## config.mk

```make
export PLATFORM = sky130hd
export DESIGN_NAME = pfde_ctrl
export DESIGN_NICKNAME = d
export VERILOG_FILES = /design/src/pfde_pkg.sv /design/src/pfde_ctrl.sv
export SDC_FILE = /design/constraint.sdc
export NUM_CORES = 1
export LEC_CHECK = 0
export BUFFER_PORTS_ARGS = -buffer_cell sky130_fd_sc_hd__buf_2
export CORE_UTILIZATION = 43
export CTS_CLUSTER_DIAMETER = 40
export CTS_CLUSTER_SIZE = 16
export DETAILED_ROUTE_END_ITERATION = 16
export PLACE_DENSITY = 0.79
export SYNTH_ARGS = -nofsm -noshare
export SYNTH_HDL_FRONTEND = slang
export SYNTH_SLANG_ARGS = --single-unit
export TNS_END_PERCENT = 5
```

## constraint.sdc

```tcl
create_clock -name clock -period 1.45 [get_ports clock]
set_input_delay 0.29 -clock clock [delete_from_list [all_inputs] [get_ports clock]]
set_output_delay 0.29 -clock clock [all_outputs]
set_load 0.1 [all_outputs]
```

## src/pfde_pkg.sv

```systemverilog
`default_nettype none
package pfde_pkg;
   localparam int DISP_W = 128;
   localparam int DISP_H = 64;
   localparam int PAGES = (DISP_H + 7) / 8;
   localparam int DEPTH = DISP_W * PAGES;
   localparam int AW = $clog2(DEPTH);
   localparam int CW = $clog2(DISP_W);
   localparam int PW = $clog2(PAGES);
   localparam logic [7:0] CMD_PAGE = 8'hB0;
   localparam logic [7:0] CMD_COLHI = 8'h10;
   localparam logic [3:0] NIB_MASK = 4'hF;
   localparam logic [7:0] FULL_MASK = 8'hFF;

   typedef enum logic [1:0] {
      REQ_PIXEL = 2'd0,
      REQ_FILL  = 2'd1,
      REQ_EMIT  = 2'd2,
      REQ_BAD   = 2'd3
   } req_type_type;

   typedef enum logic [3:0] {
      ST_CLEAR, ST_IDLE, ST_RD, ST_WAIT, ST_WR, ST_CMD, ST_ERD, ST_EWAIT,
      ST_ECAP, ST_EOUT, ST_RESP
   } state_type;

   // controller to datapath
   typedef struct packed {
      logic clr_step;
      logic load;
      logic mem_rd;
      logic mem_wr;
      logic next_col;
      logic next_page;
      logic cap_byte;
      logic emit_cmd;
      logic emit_data;
      logic emit_simple;
      logic rsp_take;
   } cmd_type;

   // datapath to controller
   typedef struct packed {
      logic clr_done;
      logic bad;
      logic col_last;
      logic page_last;
      logic lane_full;
      logic rsp_busy;
   } stat_type;
endpackage
`default_nettype wire

```

## src/pfde_ctrl.sv

```systemverilog
`default_nettype none
module pfde_ctrl import pfde_pkg::*; (
   input  wire logic         clock,
   input  wire logic         reset,
   input  wire logic         req_valid,
   output logic              req_ready,
   input  wire logic [1:0]   req_type,
   input  wire logic         rsp_ready,
   input  wire stat_type     st,
   output cmd_type           cmd
);
   state_type state_ff, state_in;
   req_type_type kind_ff, kind_in;
   req_type_type rt;
   assign rt = req_type_type'(req_type);

   always_ff @(posedge clock) begin
      if (reset) begin
         state_ff <= ST_CLEAR;
         kind_ff <= REQ_PIXEL;
      end else begin
         state_ff <= state_in;
         kind_ff <= kind_in;
      end
   end

   always_comb begin
      state_in = state_ff;
      kind_in = kind_ff;
      unique case (state_ff)
         ST_CLEAR: if (st.clr_done) state_in = ST_IDLE;
         ST_IDLE: if (req_valid) begin
            kind_in = rt;
            state_in = ST_RESP;
            if (rt == REQ_PIXEL || rt == REQ_FILL) state_in = ST_RD;
            else if (rt == REQ_EMIT) state_in = ST_CMD;
         end
         ST_RD: state_in = st.bad ? ST_RESP : ST_WAIT;
         ST_WAIT: state_in = ST_WR;
         ST_WR: if (kind_ff == REQ_PIXEL || (st.col_last && st.page_last))
               state_in = ST_RESP;
            else state_in = ST_RD;
         ST_CMD: if (!st.rsp_busy) state_in = st.bad ? ST_IDLE : ST_ERD;
         ST_ERD: state_in = ST_EWAIT;
         ST_EWAIT: state_in = ST_ECAP;
         ST_ECAP: state_in = (st.lane_full || st.col_last) ? ST_EOUT : ST_ERD;
         ST_EOUT: if (!st.rsp_busy) state_in = st.col_last ? ST_IDLE : ST_ERD;
         ST_RESP: if (!st.rsp_busy) state_in = ST_IDLE;
         default: state_in = ST_IDLE;
      endcase
   end

   always_comb begin
      cmd = '0;
      req_ready = 1'b0;
      cmd.rsp_take = rsp_ready;
      unique case (state_ff)
         ST_CLEAR: cmd.clr_step = 1'b1;
         ST_IDLE: begin
            req_ready = 1'b1;
            cmd.load = req_valid;
         end
         ST_RD: cmd.mem_rd = !st.bad;
         ST_WR: begin
            cmd.mem_wr = 1'b1;
            cmd.next_col = 1'b1;
         end
         ST_CMD: cmd.emit_cmd = !st.rsp_busy;
         ST_ERD: cmd.mem_rd = 1'b1;
         ST_ECAP: cmd.cap_byte = 1'b1;
         ST_EOUT: cmd.emit_data = !st.rsp_busy;
         ST_RESP: cmd.emit_simple = !st.rsp_busy;
         default: ;
      endcase
      cmd.next_page = cmd.next_col && st.col_last;
   end
endmodule
`default_nettype wire

```

; After elaboration in Yosys (flattened, before gate mapping)
; Cells that the tools add are included.
[op_classes]
eq_ne = 17
n_mux = 22
n_reduce_logical = 12
[ops]
columns = op, count
row1 = $pmux W4 S11, 1
row2 = $mux W4, 10
row3 = $eq A4 B3 Y1 const B, 4
row4 = $eq A4 B4 Y1 const B, 3
row5 = $ne A2 B2 Y1 const B, 5
row6 = $eq A4 B2 Y1 const B, 2
row7 = $mux W1, 7
row8 = $mux W3, 2
row9 = $reduce_and A5 Y1, 1
row10 = $eq A4 B1 Y1 const B, 1
row11 = $logic_not A2 Y1, 2
row12 = $logic_not A4 Y1, 1
row13 = $logic_or A1 B1 Y1, 3
row14 = $eq A2 B1 Y1 const B, 1
row15 = $eq A2 B2 Y1 const B, 1
row16 = $logic_and A1 B1 Y1, 2
row17 = $logic_not A1 Y1, 2
row18 = $mux W2, 1
row19 = $pmux W1 S2, 1
row20 = $reduce_and A2 Y1, 1
[totals]
in_bits = 12
elab_cells = 53
out_inout_bits = 12
register_bits = 6

; Longest topological paths before layout
[depth]
word_depth = 5
depth_mapped = 6
depth_no_buf = 4

; Least setup slack after synthesis
; No wires, ideal clock.
[synth_timing]
path_kind = register to output
startpoint = register state_ff[1]
endpoint = output port cmd[10] in the netlist's numbering
stages_incl_launch_ff = 4
required_ns = 1.160
path_buffers = 2
t_arrival_ns = 3.501
slack_ns = -2.341
path_cell_list = dfxtp_1 > buf_6 > buf_2 > nor4_1
[synth_lines]
columns = item, line
row1 = "start, declared", pfde_ctrl.sv:12  ; state_type state_ff, state_in;
row2 = "start signal, assigned", pfde_ctrl.sv:22  ; state_ff <= state_in;
row3 = "end, declared", pfde_ctrl.sv:10  ; output cmd_type cmd

==> metrics <==
Nets 149; crit start category flip-flop; min Tclk post-route 1.69 ns; Hold-fix buffers, CTS 0; period utilization 1.16; first-pass GRT wire length slightly below 4000 µm; Tot Pwr 887 µW; multiplexer share of the synthesized area 0.0539; die area around 0.0019 mm²; Max Fanout on Critical Path 5; worst slew pin tran 0.327 ns; Final setup viols 15; H-tree Lvls 1; initial antenna violation count 0; most frequent cells in the layout buf_4, buf_12, buf_2; PortBufs 21; CP required 1.16 ns; DRT Pass-1 Iters 10; Synth Area in Simple Gates 0.375; Antenna diodes 0; Rows 14; R2R setup slack -0.16 ns; Slew Limit Fails 0; Max Fclk 592 MHz; number of global-route vias before repair 855; Mapped Cells 85; Area growth syn-to-layout 82.2%; cell area after synthesis 743 µm²; clk_skew 0.00895 ns; Layout Cells excl Fill between 150 and 200; Max VDD drop 764 µV; Final ANT Viol Nets 0; Setup Crit Path Kind reg -> out; clk slew on worst S/H paths about 0.050 ns; Final Hold Slack between 0.3 and 0.4 ns; total CTS buffers 3; CP cell instances buf_6, nor4b_4, buf_4, buf_12; worst slack, placed -0.143 ns; number of synthesized flops with an enable pin 0; Yosys cell types 42; largest family of logic cells by synthesized area simple AND/OR/NAND/NOR gates; Wirelength per Cell 16.1 µm; Synth top area share 0.162; Worst EP arrival between 1 and 1.5 ns; synth warn 0; layout cells sized above 1 0.652; Max-cap violations 0; Synth Area in XOR/XNOR 0.0118; Worst Hold Class in -> reg; Post-route DRC 2; DIE WIDTH approximately 44 µm; core area between 0.0015 and 0.002 mm²; CTS sink count 6; Compound-Gate Fraction of Synth Area 0.253; CTS tree yes; RSZ-0062 raised after global routing yes; gpl congestion roughly 0.94; delay-heaviest family, CP buffers and inverters; Worst slew margin 0.782; synth top area cells dfxtp_1, buf_6, mux2i_1; failing checks DRC, setup timing; clock latency at the later pin of the worst-skew pair 0.25 ns; slowest CP cell dfxtp_4; final worst-path setup slack -0.239 ns; top cell type by total area after synthesis dfxtp_1; All-Layer GR Usage 0.276; sequential-to-total area share from yosys stat 0.162; Static Leak roughly 0.56 nW; CTS max path bufs 2; critical path's largest stage delay 0.36 ns; CP Buf/Inv Count 3; drt via density around 5.6; Synth Register Bits 6; Mapped Nets 97; HPWL Detailed 1740 µm; clock root buffer clkbuf_4; Main synth FF type dfxtp_1; Ports 24; placed cell count ~140; largest net degree at the start of global routing 13; Synth Area in Adders 0; Starting Density 0.477; via count 851; Die Ht roughly 44 µm; total gr overflow 0; fin util 0.868; final count of hold timing violations 0; Pwr Density between 600 and 700 mW/mm²; final wirelength between 2000 and 2500 µm; 1st-iter DRT viols 14; CP Capture Type primary output; status finished with violations; async set-or-reset flop fraction in the synthesized netlist 0; Syn Area/Cell 8.74 µm²; commonest non-fill, non-tap cell in the layout buf_4
==> registers in the layout (all words and copies together) (netlist names) <==
signal	count
kind_ff	2
state_ff	4
==> final timing paths <==
| path | start | end | cells past startpoint |
|---|---|---|---|
| worst max-delay path | state_ff[1] | cmd[7] | 4 |
| worst min-delay path | reset | state_ff[2] | 2 |
| worst max register to register | state_ff[0] | state_ff[2] | 8 |
| worst min register to register | kind_ff[1] | kind_ff[1] | 2 |
==> power breakdown <==
part	switching, mW	internal (mW)
clock network	0.0656	0.0940
logic	0.289	0.246
registers	0.0186	0.173
total	0.373	0.514
==> Yosys cell counts, types with 2 or more instances <==
cell type  instances
nor2b_1            2
nor3_1             5
nor2_1             6
mux2i_1            4
inv_1              3
o31ai_2            2
nand4b_1           2
a211oi_1           2
nand2_1            5
buf_6              5
or3b_1             2
inv_2              2
nand4_1            2
nor4_1             2
buf_4              3
buf_2              2
nand2b_1           4
a21oi_2            2
dfxtp_1            6
o2bb2ai_1          2
==> logic make-up (layout without fill, tap and decap cells) <==
group                  Yosys count  in the layout
AND/OR/NAND/NOR                 41             41
AO/OA/AOI/OAI                   18             18
buffers and inverters           15             65
flip-flops                       6              6
multiplexers                     4              4
XOR/XNOR                         1              1
==> metrics by stage <==
| stage | cell area (µm²) | setup TNS, ns |
|---|---|---|
| 6_report | 1350 | -2.64 |
| 5_1_grt | 1350 | -3.45 |
| 4_1_cts | 1350 | -2.58 |
| 3_5_place_dp | 1230 | -0.951 |
| 3_3_place_gp | 1230 | -0.515 |
| 2_1_floorplan | 810 | -7.92 |
==> area by class of cell <==
type,instances,area [µm²]
Inverter,5,18.8
Fill cell,76,205
Clock buffer,3,22.5
Sequential cell,6,135
Timing Repair Buffer,57,556
Tap cell,16,20.0
Multi-Input combinational cell,64,602
==> repair_timing <==
action	4_1_cts	5_1_grt
buffers inserted	7	0
endpoints found under the hold margin	0	0
cloned	0	0
pin swaps	3	0
setup endpoints to repair	15	15
gates resized for setup	15	1
==> worst register-to-register path: cells and delay by family, from the launching register on <==
| family | cells | cell delay [ns] |
|---|---|---|
| buffers and inverters | 4 | 0.56 |
| muxes | 1 | 0.14 |
| and+or+nand+nor | 1 | 0.10 |
| DFF | 1 | 0.37 |
| AOI/OAI and AO/OA | 2 | 0.35 |
==> per-layer routing <==
metal / GRT usage / wire [µm] / vias up
li1: - / - / 417
met1: 0.347 / 999 / 396
met2: 0.475 / 1280 / 36
met3: 0.0625 / 132 / 2
met4: 0.0688 / 11 / 0
met5: 0 / 0 / -
(Power assumes the default switching activity.)
